$ cat config.mk
export PLATFORM = sky130hd
export DESIGN_NAME = press_count_selector
export DESIGN_NICKNAME = d
export VERILOG_FILES = /design/src/sv/psel_pkg.sv /design/src/sv/press_count_selector.sv
export SDC_FILE = /design/constraint.sdc
export NUM_CORES = 1
export LEC_CHECK = 0
export BUFFER_PORTS_ARGS = -buffer_cell sky130_fd_sc_hd__buf_2
export CAP_MARGIN = 20
export CORE_ASPECT_RATIO = 2
export CORE_UTILIZATION = 55
export CTS_CLUSTER_SIZE = 30
export DETAILED_ROUTE_END_ITERATION = 12
export HOLD_SLACK_MARGIN = 0.06
export PLACE_DENSITY = 0.8
export SLEW_MARGIN = 20
export SYNTH_ARGS = -nofsm -noshare
export SYNTH_HDL_FRONTEND = slang
export SYNTH_SLANG_ARGS = --single-unit
export TNS_END_PERCENT = 1
$ cat constraint.sdc
create_clock -name clk -period 7.8 [get_ports clk]
set_input_delay 0.78 -clock clk [delete_from_list [all_inputs] [get_ports clk]]
set_output_delay 0.78 -clock clk [all_outputs]
set_load 0.05 [all_outputs]
$ cat src/sv/psel_pkg.sv
// psel_pkg: shared types and constants for the press count selector.
// Holds the phase encoding, register indexes, widths, reset values, counter limits and the result type.
// No dependencies.
`default_nettype none

package psel_pkg;

    // Field and register widths
    localparam int unsigned COUNT_W  = 4;
    localparam int unsigned RUN_W    = 8;
    localparam int unsigned IDLE_W   = 10;
    localparam int unsigned CFG_IDX_W  = 3;
    localparam int unsigned CFG_DATA_W = 10;

    // Configuration register indexes
    localparam logic [CFG_IDX_W-1:0] CFG_MAX_PRESSES   = 3'd0;
    localparam logic [CFG_IDX_W-1:0] CFG_PRESS_TICKS   = 3'd1;
    localparam logic [CFG_IDX_W-1:0] CFG_RELEASE_TICKS = 3'd2;
    localparam logic [CFG_IDX_W-1:0] CFG_LOCK_TICKS    = 3'd3;
    localparam logic [CFG_IDX_W-1:0] CFG_PULSE_TICKS   = 3'd4;

    // Register reset values
    localparam logic [COUNT_W-1:0] MAX_PRESSES_RST   = 4'd4;
    localparam logic [RUN_W-1:0]   PRESS_TICKS_RST   = 8'd4;
    localparam logic [RUN_W-1:0]   RELEASE_TICKS_RST = 8'd4;
    localparam logic [IDLE_W-1:0]  LOCK_TICKS_RST    = 10'd120;
    localparam logic [RUN_W-1:0]   PULSE_TICKS_RST   = 8'd8;

    // Saturation limits of the run counters
    localparam logic [RUN_W-1:0]  RUN_MAX  = '1;
    localparam logic [IDLE_W-1:0] IDLE_MAX = '1;

    typedef enum logic [1:0] {
        PH_WAIT    = 2'd0,
        PH_PRESS   = 2'd1,
        PH_PULSE   = 2'd2,
        PH_RELEASE = 2'd3
    } phase_t;

    // One result item
    typedef struct packed {
        logic               led_on;
        logic               done_res;
        logic [COUNT_W-1:0] choice;
        logic [COUNT_W-1:0] presses_so_far;
    } result_t;

endpackage

`default_nettype wire

$ cat src/sv/press_count_selector.sv
// Press count selector: one request is one key sample tick. A request is
// taken in each cycle in which in_stall is low; its result is computed in
// that same cycle from the phase and run counters; the state update is a
// single registered step, so the rate is one tick per clock while in_stall
// is low. Results leave through a two-entry output buffer (output register
// plus skid register), so the input keeps flowing while one result waits;
// in_stall rises only when both entries are full. A result appears at the
// output in the next cycle when the output register is free, else later.
// Configuration writes take effect at the next clock edge; write them only
// while the block is idle.
// press_count_selector: top level, debounced multi-press counter.
// Depends on psel_pkg.
`default_nettype none

module press_count_selector
    import psel_pkg::*;
(
    input  wire logic                  clk,
    input  wire logic                  rst_n,
    // Configuration write port
    input  wire logic                  cfg_write,
    input  wire logic [CFG_IDX_W-1:0]  cfg_index,
    input  wire logic [CFG_DATA_W-1:0] cfg_data,
    // Input channel
    input  wire logic                  in_valid,
    output logic                       in_stall,
    input  wire logic                  key_down,
    // Output channel
    output logic                       out_valid,
    input  wire logic                  out_stall,
    output logic                       led_on,
    output logic                       done_res,
    output logic [COUNT_W-1:0]         choice,
    output logic [COUNT_W-1:0]         presses_so_far
);

    // Configuration registers
    logic [COUNT_W-1:0] max_presses_reg;
    logic [RUN_W-1:0]   press_ticks_reg;
    logic [RUN_W-1:0]   release_ticks_reg;
    logic [IDLE_W-1:0]  lock_ticks_reg;
    logic [RUN_W-1:0]   pulse_ticks_reg;

    // Block state
    phase_t             phase_reg,       phase_next;
    logic [COUNT_W-1:0] press_total_reg, press_total_next;
    logic [RUN_W-1:0]   down_run_reg,    down_run_next;
    logic [RUN_W-1:0]   up_run_reg,      up_run_next;
    logic [IDLE_W-1:0]  idle_run_reg,    idle_run_next;
    logic [RUN_W-1:0]   pulse_left_reg,  pulse_left_next;

    // Output buffer
    result_t out_reg;
    result_t skid_reg;
    logic    out_valid_reg;
    logic    skid_valid_reg;
    result_t res_next;

    logic in_acc;
    logic out_take;

    assign in_stall = skid_valid_reg;
    assign in_acc   = in_valid && !skid_valid_reg;
    assign out_take = out_valid_reg && !out_stall;

    // Write configuration registers
    always_ff @(posedge clk or negedge rst_n)
    begin
        if (!rst_n)
        begin
            max_presses_reg   <= MAX_PRESSES_RST;
            press_ticks_reg   <= PRESS_TICKS_RST;
            release_ticks_reg <= RELEASE_TICKS_RST;
            lock_ticks_reg    <= LOCK_TICKS_RST;
            pulse_ticks_reg   <= PULSE_TICKS_RST;
        end
        else if (cfg_write)
        begin
            case (cfg_index)
                CFG_MAX_PRESSES:   max_presses_reg   <= cfg_data[COUNT_W-1:0];
                CFG_PRESS_TICKS:   press_ticks_reg   <= cfg_data[RUN_W-1:0];
                CFG_RELEASE_TICKS: release_ticks_reg <= cfg_data[RUN_W-1:0];
                CFG_LOCK_TICKS:    lock_ticks_reg    <= cfg_data[IDLE_W-1:0];
                CFG_PULSE_TICKS:   pulse_ticks_reg   <= cfg_data[RUN_W-1:0];
                default:           ;
            endcase
        end
    end

    // Compute next state and the result of one tick
    always_comb
    begin
        logic accept;
        phase_next       = phase_reg;
        press_total_next = press_total_reg;
        down_run_next    = down_run_reg;
        up_run_next      = up_run_reg;
        idle_run_next    = idle_run_reg;
        pulse_left_next  = pulse_left_reg;
        accept           = 1'b0;
        res_next         = '0;

        case (phase_reg)
            PH_WAIT:
            begin
                if (key_down)
                begin
                    down_run_next = RUN_W'(1);
                    if (down_run_next >= press_ticks_reg)
                        accept = 1'b1;
                    else
                        phase_next = PH_PRESS;
                end
                else if (press_total_reg != '0)
                begin
                    if (idle_run_reg != IDLE_MAX)
                        idle_run_next = idle_run_reg + IDLE_W'(1);
                    if (idle_run_next >= lock_ticks_reg)
                    begin
                        res_next.done_res = 1'b1;
                        res_next.choice   = press_total_reg;
                        press_total_next  = '0;
                        idle_run_next     = '0;
                    end
                end
            end
            PH_PRESS:
            begin
                if (key_down)
                begin
                    if (down_run_reg != RUN_MAX)
                        down_run_next = down_run_reg + RUN_W'(1);
                end
                else
                begin
                    down_run_next = '0;
                end
                if (down_run_next >= press_ticks_reg)
                    accept = 1'b1;
            end
            PH_PULSE:
            begin
                res_next.led_on = 1'b1;
                if (pulse_left_reg != '0)
                    pulse_left_next = pulse_left_reg - RUN_W'(1);
                if (pulse_left_next == '0)
                begin
                    up_run_next = '0;
                    phase_next  = PH_RELEASE;
                end
            end
            default:
            begin
                if (!key_down)
                begin
                    if (up_run_reg != RUN_MAX)
                        up_run_next = up_run_reg + RUN_W'(1);
                end
                else
                begin
                    up_run_next = '0;
                end
                if (up_run_next >= release_ticks_reg)
                begin
                    up_run_next   = '0;
                    down_run_next = '0;
                    idle_run_next = '0;
                    phase_next    = PH_WAIT;
                end
            end
        endcase

        // Take an accepted press: below the press limit, count it and start the LED pulse if pulse ticks are nonzero
        if (accept)
        begin
            down_run_next = '0;
            up_run_next   = '0;
            phase_next    = PH_RELEASE;
            if (press_total_reg < max_presses_reg)
            begin
                press_total_next = press_total_reg + COUNT_W'(1);
                if (pulse_ticks_reg != '0)
                begin
                    pulse_left_next = pulse_ticks_reg;
                    phase_next      = PH_PULSE;
                end
            end
        end

        res_next.presses_so_far = press_total_next;
    end

    // Advance state on each accepted request
    always_ff @(posedge clk or negedge rst_n)
    begin
        if (!rst_n)
        begin
            phase_reg       <= PH_WAIT;
            press_total_reg <= '0;
            down_run_reg    <= '0;
            up_run_reg      <= '0;
            idle_run_reg    <= '0;
            pulse_left_reg  <= '0;
        end
        else if (in_acc)
        begin
            phase_reg       <= phase_next;
            press_total_reg <= press_total_next;
            down_run_reg    <= down_run_next;
            up_run_reg      <= up_run_next;
            idle_run_reg    <= idle_run_next;
            pulse_left_reg  <= pulse_left_next;
        end
    end

    // Hold results in the output and skid registers
    always_ff @(posedge clk or negedge rst_n)
    begin
        if (!rst_n)
        begin
            out_valid_reg  <= 1'b0;
            skid_valid_reg <= 1'b0;
        end
        else if (skid_valid_reg)
        begin
            if (out_take)
            begin
                skid_valid_reg <= 1'b0;
            end
        end
        else if (in_acc)
        begin
            if (!out_valid_reg || out_take)
                out_valid_reg <= 1'b1;
            else
                skid_valid_reg <= 1'b1;
        end
        else if (out_take)
        begin
            out_valid_reg <= 1'b0;
        end
    end

    // Move payload into the buffer
    always_ff @(posedge clk)
    begin
        if (skid_valid_reg)
        begin
            if (out_take)
                out_reg <= skid_reg;
        end
        else if (in_acc)
        begin
            if (!out_valid_reg || out_take)
                out_reg <= res_next;
            else
                skid_reg <= res_next;
        end
    end

    assign out_valid      = out_valid_reg;
    assign led_on         = out_reg.led_on;
    assign done_res       = out_reg.done_res;
    assign choice         = out_reg.choice;
    assign presses_so_far = out_reg.presses_so_far;

`ifndef SYNTH
    // Skid entry is only filled behind a full output register
    a_skid_behind_out: assert property (@(posedge clk) disable iff (!rst_n)
        skid_valid_reg |-> out_valid_reg)
        else $error("skid register valid while output register empty");

    // A lock always reports a nonzero count
    a_done_choice: assert property (@(posedge clk) disable iff (!rst_n)
        (out_valid_reg && out_reg.done_res) |-> (out_reg.choice != '0))
        else $error("lock reported with zero choice");

    // Choice is zero on ticks without a lock
    a_choice_idle: assert property (@(posedge clk) disable iff (!rst_n)
        (out_valid_reg && !out_reg.done_res) |-> (out_reg.choice == '0))
        else $error("choice nonzero without lock");

    // The pulse phase always has ticks left
    a_pulse_left: assert property (@(posedge clk) disable iff (!rst_n)
        (phase_reg == PH_PULSE) |-> (pulse_left_reg != '0))
        else $error("pulse phase with no ticks left");

    // A lock clears the count of the following tick
    a_lock_clears: assert property (@(posedge clk) disable iff (!rst_n)
        (in_acc && res_next.done_res) |=> (press_total_reg == '0))
        else $error("count not cleared after lock");
`endif

endmodule

`default_nettype wire
* Word level (Yosys, flattened, before mapping) *
Cells that the tools add are included.

operators by class
  add/subtract/negate cells = 5
  eq/ne operators = 19
  bitwise gates (word level) = 3
  order comparisons = 5
  reductions and logical operators = 33
  muxes and demuxes = 63

operators by type and width
  cell                                                                   count
  8-bit two-way mux                                                      18
  10-bit two-way mux                                                     12
  4-bit two-way mux                                                      6
  8-bit case mux with 3 select lines                                     1
  5-bit two-way mux                                                      4
  10-bit case mux with 2 select lines                                    1
  8-bit by 1-bit adder with 8-bit output (second input constant)         2
  8-bit >= comparator                                                    2
  8-bit inequality test (second input constant)                          2
  8-bit case mux with 2 select lines                                     1
  8-bit nonzero test                                                     2
  1-bit two-way mux                                                      13
  3-bit AND reduction                                                    4
  4-bit nonzero test                                                     3
  10-bit by 1-bit adder with 10-bit output (second input constant)       1
  10-bit >= comparator                                                   1
  2-bit two-way mux                                                      5
  10-bit inequality test (second input constant)                         1
  2-bit AND reduction                                                    5
  3-bit inequality test (second input constant)                          3
  1-bit by 8-bit >= comparator with 1-bit output (first input constant)  1
  8-bit zero test                                                        1
  2-bit inequality test (second input constant)                          4
  2-bit nonzero test                                                     4
  other kinds (22)                                                       31

word-level totals
  output and inout port bits = 12
  logic and storage cells = 149
  bits in registers = 100

* Depth between registers and ports, before layout *
Gate-level depths: netlist of the first run.

  word-level depth = 15
  mapped depth = 15

* Worst setup path after synthesis of the first run *
No wires, ideal clock.

  kind = input to register
  start point = input port key_down
  end point = register out_reg, in the netlist presses_so_far[3] (data pin)
  stages on the path = 11
  arrival = 3316 ps
  data required time = 7525 ps
  setup time = 275 ps
  path slack = 4209 ps
  cells stage by stage = clkbuf_1 > clkinv_1 > a211oi_1 > ha_1 > and3_1 > a221o_1 > a22oi_2 > a221oi_4 > clkbuf_1 > a21boi_0 > a31oi_1

between the ends
  longest elaborated chain between the ends = 9
  elaborated cells on any way between the ends = 13

RTL lines
  item                                RTL line                     source
  start, declared                     press_count_selector.sv:27   input wire logic key_down,
  8-bit two-way mux                   press_count_selector.sv:129  if (key_down)
  8-bit two-way mux                   press_count_selector.sv:103  case (phase_reg)
  8-bit >= comparator                 press_count_selector.sv:138  if (down_run_next >= press_ticks_reg)
  1-bit two-way mux                   press_count_selector.sv:138
  1-bit case mux with 2 select lines  press_count_selector.sv:103
  4-bit two-way mux *                 press_count_selector.sv:174  if (accept)
  10-bit two-way mux *                press_count_selector.sv:254  if (!out_valid_reg || out_take)
  10-bit two-way mux *                press_count_selector.sv:252  else if (in_acc)
  10-bit two-way mux *                press_count_selector.sv:247  if (skid_valid_reg)
  end signal, assigned                press_count_selector.sv:250  out_reg <= skid_reg;
  end signal, assigned                press_count_selector.sv:255  out_reg <= res_next;
  end, declared                       press_count_selector.sv:53   result_t out_reg;

Every way passes the cells marked *; elsewhere a longest branch is shown, timed or not. The select of a mux whose other input is x is not followed.
A chain may end at the register's enable or synchronous reset.

* Final worst setup path of the first run *
  start point = register idle_run_reg[0]
  end point = register out_reg, in the netlist presses_so_far[3] (data pin)

between the ends
  longest elaborated chain between the ends = 15
  elaborated cells on any way between the ends = 16

RTL lines
  item                                                                                       RTL line                                                  source
  start, declared                                                                            press_count_selector.sv:49                                logic [IDLE_W-1:0] idle_run_reg, idle_run_next;
  start signal, assigned                                                                     press_count_selector.sv:211                               idle_run_reg <= idle_run_next;
  10-bit by 1-bit adder with 10-bit output / 10-bit inequality test (equally long branches)  press_count_selector.sv:117, press_count_selector.sv:116
  10-bit two-way mux *                                                                       press_count_selector.sv:116                               if (idle_run_reg != IDLE_MAX)
  10-bit two-way mux *                                                                       press_count_selector.sv:114                               else if (press_total_reg != '0)
  10-bit two-way mux *                                                                       press_count_selector.sv:106                               if (key_down)
  10-bit two-way mux *                                                                       press_count_selector.sv:103
  10-bit >= comparator *                                                                     press_count_selector.sv:118                               if (idle_run_next >= lock_ticks_reg)
  4-bit two-way mux *                                                                        press_count_selector.sv:118
  4-bit two-way mux *                                                                        press_count_selector.sv:114
  4-bit two-way mux *                                                                        press_count_selector.sv:106
  4-bit two-way mux *                                                                        press_count_selector.sv:103
  4-bit two-way mux                                                                          press_count_selector.sv:179                               if (press_total_reg < max_presses_reg)
  4-bit two-way mux *                                                                        press_count_selector.sv:174
  10-bit two-way mux *                                                                       press_count_selector.sv:254
  10-bit two-way mux *                                                                       press_count_selector.sv:252
  10-bit two-way mux *                                                                       press_count_selector.sv:247

Marked as above.

==> run_results.csv, run 1 <==
group,metric,value,unit
cells_and_area,fillers,871,
clock_tree,cts_buffer_depth,2,
logic_synthesis,synthCells,599,
timing,timing.final.crit_share,0.530,
clock_tree,htreeDepth,3,
detailed_routing,wl_met2,7680,µm
floorplan,fp.dieW,76.1,µm
logic_synthesis,async_flop_share,0.800,
flow_run,max_cap_viol_count,0,
cells_and_area,fin_util,0.621,
detailed_routing,drtAntennaViolNets,0,
power,cellLeakagePower,2.93,nW
setup_path,r2r_slack,3.67,ns
clock_tree,clock_sinks,100,
timing,hold_violations,0,
logic_synthesis,avgSynthCellArea,10.1,µm²
power,ir_drop,0.166,mV
timing,drv_slew,0,
cells_and_area,layout-drive-gt1-share,0.181,
placed_design,portBuffers,30,
detailed_routing,drt_iter0_drc,354,
logic_synthesis,synth_adder_area_share,0.0809,
setup_path,startpoint_type,"flop",
global_route,grt_overflow,0,
logic_synthesis,synth_mux_area_frac,0.0774,
placed_design,place_area,0.00626,mm²
detailed_routing,num_vias,4791,
floorplan,die-area,0.0114,mm²
cells_and_area,stdcell_count,762,
clock_tree,insertion_delay,0.35,ns
logic_synthesis,synth_compound_area_frac,0.181,
logic_synthesis,synth-simple-area-share,0.168,
logic_synthesis,synth_xor_area_frac,0.0131,
placed_design,dpl.hpwl,10500,µm
clock_tree,cts_inserted_buffers,9,
clock_tree,cts_tree,"done",
power,p_total,2.04,mW
global_route,grt_max_degree,81,
clock_tree,path_clk_slew,0.08,ns
timing,tns,0,ns
floorplan,io_pins,31,
global_route,grt_pass1_wl,23800,µm
logic_synthesis,synth_cell_types,73,
detailed_routing,vias_per_cell,6.29,
clock_tree,cts_resized,0,
global_route,first_global_vias,4875,
setup_path,worst_setup_path_end_kind,"flop",
timing,min_period,4.13,ns
detailed_routing,met3WireLength,622,µm
setup_path,reg2reg_from,"idle_run_reg[0]",
floorplan,die_h,150,µm
global_route,grt_usage,0.266,
timing,max_slew.worst_pin.slew,0.983,ns
hold_path,min_path_type,"input port to async pin",
floorplan,initial_core_util,0.569,
detailed_routing,drt-met1-wl,5220,µm
placed_design,dp_cells,746,
detailed_routing,post_drt_wl_per_cell,18.9,µm
clock_tree,postCtsHoldBufs,0,
detailed_routing,top_layer_used,"met4",
logic_synthesis,syn_nets,657,
cells_and_area,final_area,0.00659,mm²
setup_path,required,7.88,ns
setup_path,crit_start,"idle_run_reg[0]",
power,powerDensity,310,mW/mm²
setup_path,crit_end,"presses_so_far[3]",
timing,fmax,242,MHz
placed_design,routabilityCongestion,0.909,
timing,final-setup-viol-count,0,
detailed_routing,dr.pass1.iters,8,
setup_path,path_max_fanout,8,
logic_synthesis,synth-seq-area-share,0.433,
status,status,"complete, no violations",
floorplan,core,0.0106,mm²
setup_path,rr_endpoint,"presses_so_far[3]",
logic_synthesis,ys_ff_latch,100,
logic_synthesis,synth_top_family_by_area,"compound AO/OA/AOI/OAI gates",
timing,finClkSkew,0.0140,ns
setup_path,reg2regPathDepth,14,
logic_synthesis,synth_area,0.00603,mm²
global_route,antenna_found_initial,0,
setup_path,path_class,"flop to flop",
detailed_routing,drc_errors,0,
floorplan,row_count,53,
cells_and_area,diodes,0,
clock_tree,cts_root_buffer,"clkbuf_16",
clock_tree,postCtsSetupRepairBufs,0,
logic_synthesis,synth-edff-count,20,
logic_synthesis,yosysWarningCount,0,
timing,slew_headroom,0.338,
detailed_routing,drt-total-wl,14400,µm
cells_and_area,syn2layout_area_growth,9.27,%
logic_synthesis,ys.flop_type,"dfrtp_1",
timing,rsz0062_at_grt,"false",
cells_and_area,nNetsFinal,678,
setup_path,crit_arrival,4.22,ns
[layout by cell type, fill, tap and decap left out, types with 6 or more instances in the layout]
cell	instances
dfrtp_1	72
nand2_1	48
inv_1	47
o21ai_0	41
ha_1	39
mux2_2	37
buf_2	29
nor2_1	28
a21oi_1	25
nand3_1	20
a22o_1	20
edfxtp_1	20
and3_1	17
nor3_1	12
a31oi_1	10
a21o_1	10
clkbuf_16	9
xnor2_1	8
dfstp_2	8
o31ai_1	7
nor3b_1	7
nor4_1	7
nand4_1	6
nor2b_1	6
[cell families after synthesis]
logic type      count (synthesis)
xor+xnor                        9
compound gates                153
buf+inv                        69
mux                            42
flops                         100
simple gates                  187
fa+ha+maj                      39
[worst max-delay path, cell delays in order (launching register included)]
cell	delay, ns
dfrtp_1	0.43
ha_1	0.25
and3_1	0.23
and2_1	0.18
and3_1	0.22
nor3b_1	0.36
xor2_1	0.12
ha_1	0.31
nand2_1	0.05
nor2_1	0.13
nand2_1	0.08
o21ai_0	0.77
a21o_1	0.26
a21boi_0	0.32
a31oi_1	0.14
[metal layers]
metal,up-vias,global-route usage
met2,179,0.487
met3,57,0.0339
met4,0,0.184
li1,2249,-
met1,2306,0.283
met5,-,0
[cells in the mapped netlist (3+ instances only)]
master | count | share of area
a211oi_1 | 5 | 0.0062
a21o_1 | 10 | 0.012
a21oi_1 | 25 | 0.021
a22o_1 | 20 | 0.029
a2bb2oi_1 | 4 | 0.0058
a31oi_1 | 10 | 0.010
and2_1 | 5 | 0.0052
and3_1 | 17 | 0.018
and4_1 | 3 | 0.0044
buf_2 | 7 | 0.0058
clkbuf_1 | 12 | 0.0075
dfrtp_1 | 72 | 0.30
dfstp_2 | 8 | 0.035
edfxtp_1 | 20 | 0.10
ha_1 | 39 | 0.081
inv_1 | 47 | 0.029
mux2_2 | 37 | 0.069
mux2i_1 | 5 | 0.0083
nand2_1 | 48 | 0.030
nand2b_1 | 3 | 0.0031
nand3_1 | 20 | 0.017
nand4_1 | 6 | 0.0062
nor2_1 | 28 | 0.017
nor2b_1 | 7 | 0.0073
nor3_1 | 13 | 0.011
nor3b_1 | 7 | 0.0087
nor4_1 | 7 | 0.0073
o21a_1 | 4 | 0.0050
o21ai_0 | 41 | 0.034
o221ai_1 | 3 | 0.0044
o31ai_1 | 7 | 0.0087
or2_2 | 3 | 0.0031
xnor2_1 | 8 | 0.012
[layout make-up]
type	instances	area, µm²	share of cell area
clock inverters	7	93.8	0.0142
clock buffers	9	225	0.0342
flip-flops and latches	100	2610	0.396
inverters	48	180	0.0273
multi-input cells	430	3140	0.477
well taps	137	171	0.0260
repair buffers	31	164	0.0249
[worst min path at each step]
stage	to	from	slack, ns
after floorplan	down_run_reg[0]	rst_n	0.48
after global placement	lock_ticks_reg[8]	lock_ticks_reg[8]	0.49
after detailed placement	lock_ticks_reg[1]	lock_ticks_reg[1]	0.49
after CTS	lock_ticks_reg[2]	lock_ticks_reg[2]	0.51
after global routing	down_run_reg[3]	rst_n	0.53
final	down_run_reg[3]	rst_n	0.45
[through the flow]
| step | setup WS, ns | hold slack, ns |
|---|---|---|
| final | 3.67 | 0.455 |
| after global routing | 3.31 | 0.530 |
| after CTS | 3.68 | 0.510 |
| after detailed placement | 3.64 | 0.495 |
| after global placement | 3.80 | 0.492 |
| after floorplan | 4.21 | 0.475 |
[where the power goes]
| part | total, mW | internal, mW | switching (mW) |
|---|---|---|---|
| combinational | 0.783 | 0.295 | 0.488 |
| clock | 0.474 | 0.258 | 0.217 |
| sequential | 0.786 | 0.670 | 0.115 |
| total | 2.04 | 1.22 | 0.820 |
No activity file was read; power rests on OpenSTA's default activity.
==> run 2, diff against run 1 <==
==> constraint.sdc (replaced) <==
create_clock -name clk -period 4.1 [get_ports clk]
set_input_delay 0.41 -clock clk [delete_from_list [all_inputs] [get_ports clk]]
set_output_delay 0.41 -clock clk [all_outputs]
set_load 0.05 [all_outputs]
==> run_results.csv, run 2 (synthesis gave the netlist of run 1 again) <==
group,metric,value,unit
global_route,first_global_vias,4612,
timing,final-setup-viol-count,0,
clock_tree,cts_resized,0,
floorplan,die_h,150,µm
setup_path,worst_setup_path_end_kind,"flop",
detailed_routing,dr.pass1.iters,5,
global_route,antenna_found_initial,0,
detailed_routing,vias_per_cell,6.19,
clock_tree,insertion_delay,0.35,ns
floorplan,initial_core_util,0.569,
clock_tree,htreeDepth,3,
setup_path,required,4.33,ns
floorplan,io_pins,31,
power,p_seq_frac,0.395,
cells_and_area,nNetsFinal,683,
detailed_routing,drt-total-wl,13800,µm
timing,whs,0.0863,ns
placed_design,routabilityCongestion,0.893,
global_route,grt_usage,0.254,
timing,rsz0062_at_grt,"false",
clock_tree,cts_inserted_buffers,9,
global_route,grt_overflow,0,
global_route,grt_pass1_wl,22500,µm
clock_tree,postCtsHoldBufs,0,
floorplan,core,0.0106,mm²
power,combPwrFrac,0.390,
timing,finClkSkew,0.00794,ns
timing,drv_slew,0,
clock_tree,clock_sinks,100,
power,intPower,2.27,mW
power,p_sw_frac,0.401,
cells_and_area,layout-drive-gt1-share,0.187,
detailed_routing,num_vias,4745,
cells_and_area,multiInputGateArea,0.00314,mm²
power,cellLeakagePower,2.94,nW
status,status,"complete, no violations",
power,powerDensity,574,mW/mm²
clock_tree,cts_root_buffer,"clkbuf_16",
clock_tree,cts_buffer_depth,2,
power,p_sw,1.52,mW
power,ir_drop,0.312,mV
cells_and_area,diodes,0,
placed_design,dpl.hpwl,10300,µm
timing,hold_violations,0,
setup_path,startpoint_type,"flop",
cells_and_area,final_cell_mix,"dfrtp_1 (72), nand2_1 (48), inv_1 (47)",
setup_path,worstPathCellList,"ha_1 > and3_1 > and2_1 > and3_1 > nor3b_2 > xor2_1 > ha_1 > a21oi_1 > o21ai_0 > a21oi_1 > o21ai_0 > buf_4 > and2_1 > o31ai_1 > mux2_2",
setup_path,max_stage_delay,0.44,ns
detailed_routing,drtAntennaViolNets,0,
clock_tree,cts_tree,"done",
cells_and_area,final_common_cell,"dfrtp_1",
timing,slew_headroom,0.267,
setup_path,critPathSlowestCell,"dfrtp_1",
clock_tree,postCtsSetupRepairBufs,0,
setup_path,path_class,"flop to flop",
setup_path,path_max_fanout,8,
detailed_routing,post_drt_wl_per_cell,18.0,µm
cells_and_area,regArea,0.00261,mm²
timing,max_slew.worst_pin.slew,1.09,ns
timing,tns,0,ns
timing,fmax,265,MHz
hold_path,min_path_type,"input port to async pin",
timing,min_period,3.77,ns
global_route,grt_max_degree,81,
cells_and_area,fillers,862,
timing,timing.final.crit_share,0.920,
detailed_routing,drc_errors,0,
detailed_routing,drt_iter0_drc,490,
clock_tree,path_clk_slew,0.07,ns
flow_run,max_cap_viol_count,0,
cells_and_area,syn2layout_area_growth,9.33,%
floorplan,fp.dieW,76.1,µm
floorplan,row_count,53,
floorplan,die-area,0.0114,mm²
setup_path,crit_arrival,4.00,ns
placed_design,portBuffers,30,
power,p_clk_frac,0.216,
==> run 2: area by class of cell <==
| cell class | instances | share of cell area |
|---|---|---|
| clock buffer | 9 | 0.0341 |
| clock inverter | 7 | 0.00911 |
| inverter | 48 | 0.0273 |
| multi-input combinational | 430 | 0.477 |
| sequential | 100 | 0.396 |
| tap | 137 | 0.0260 |
| timing repair buffer | 36 | 0.0305 |
==> run 2: routing by layer <==
metal  GRT usage  share of wire  vias up
met5           0              0        -
met4       0.193          0.066        0
met3      0.0315          0.032       62
met2       0.450           0.52      159
met1       0.277           0.38     2266
li1            -              -     2258
==> run 2: final timing paths <==
| kind | startpoint | endpoint | slack (ns) | cells past startpoint |
|---|---|---|---|---|
| min in group clk | cfg_data[9] | lock_ticks_reg[9] | 0.29 | 2 |
| max in group asynchronous | rst_n | lock_ticks_reg[7] | 3.50 | 1 |
| max reg2reg | idle_run_reg[0] | presses_so_far[1] | 0.33 | 15 |
| min | rst_n | down_run_reg[2] | 0.09 | 1 |
| max | idle_run_reg[0] | presses_so_far[1] | 0.33 | 15 |
| min reg2reg | lock_ticks_reg[7] | lock_ticks_reg[7] | 0.50 | 1 |
==> run 2: critical path: cells and delay by family (launching register included) <==
kind,cells,cell delay [ns]
fa+ha+maj,2,0.52
flops,1,0.44
simple gates,5,1.12
compound gates,5,0.96
xor+xnor,1,0.21
mux,1,0.22
buf+inv,1,0.19
==> run 2: power groups by stage <==
stage	combinational, mW	clock, mW	sequential [mW]
global route	1.62	0.857	1.52
CTS	1.47	0.827	1.49
finish	1.48	0.816	1.49
floorplan	1.01	0	1.61
detailed placement	1.46	0	1.51
global placement	1.42	0	1.49
==> run 2: per-stage QoR <==
step | power [mW] | area, µm² | setup WS, ns | util | std cells
floorplan | 2.62 | 6030 | 0.725 | - | 599
global placement | 2.91 | 6300 | 0.376 | 0.594 | 751
detailed placement | 2.97 | 6300 | 0.282 | 0.594 | 751
CTS | 3.79 | 6580 | 0.245 | 0.621 | 767
global route | 4.01 | 6600 | 0.00416 | 0.622 | 767
finish | 3.78 | 6600 | 0.330 | 0.622 | 767
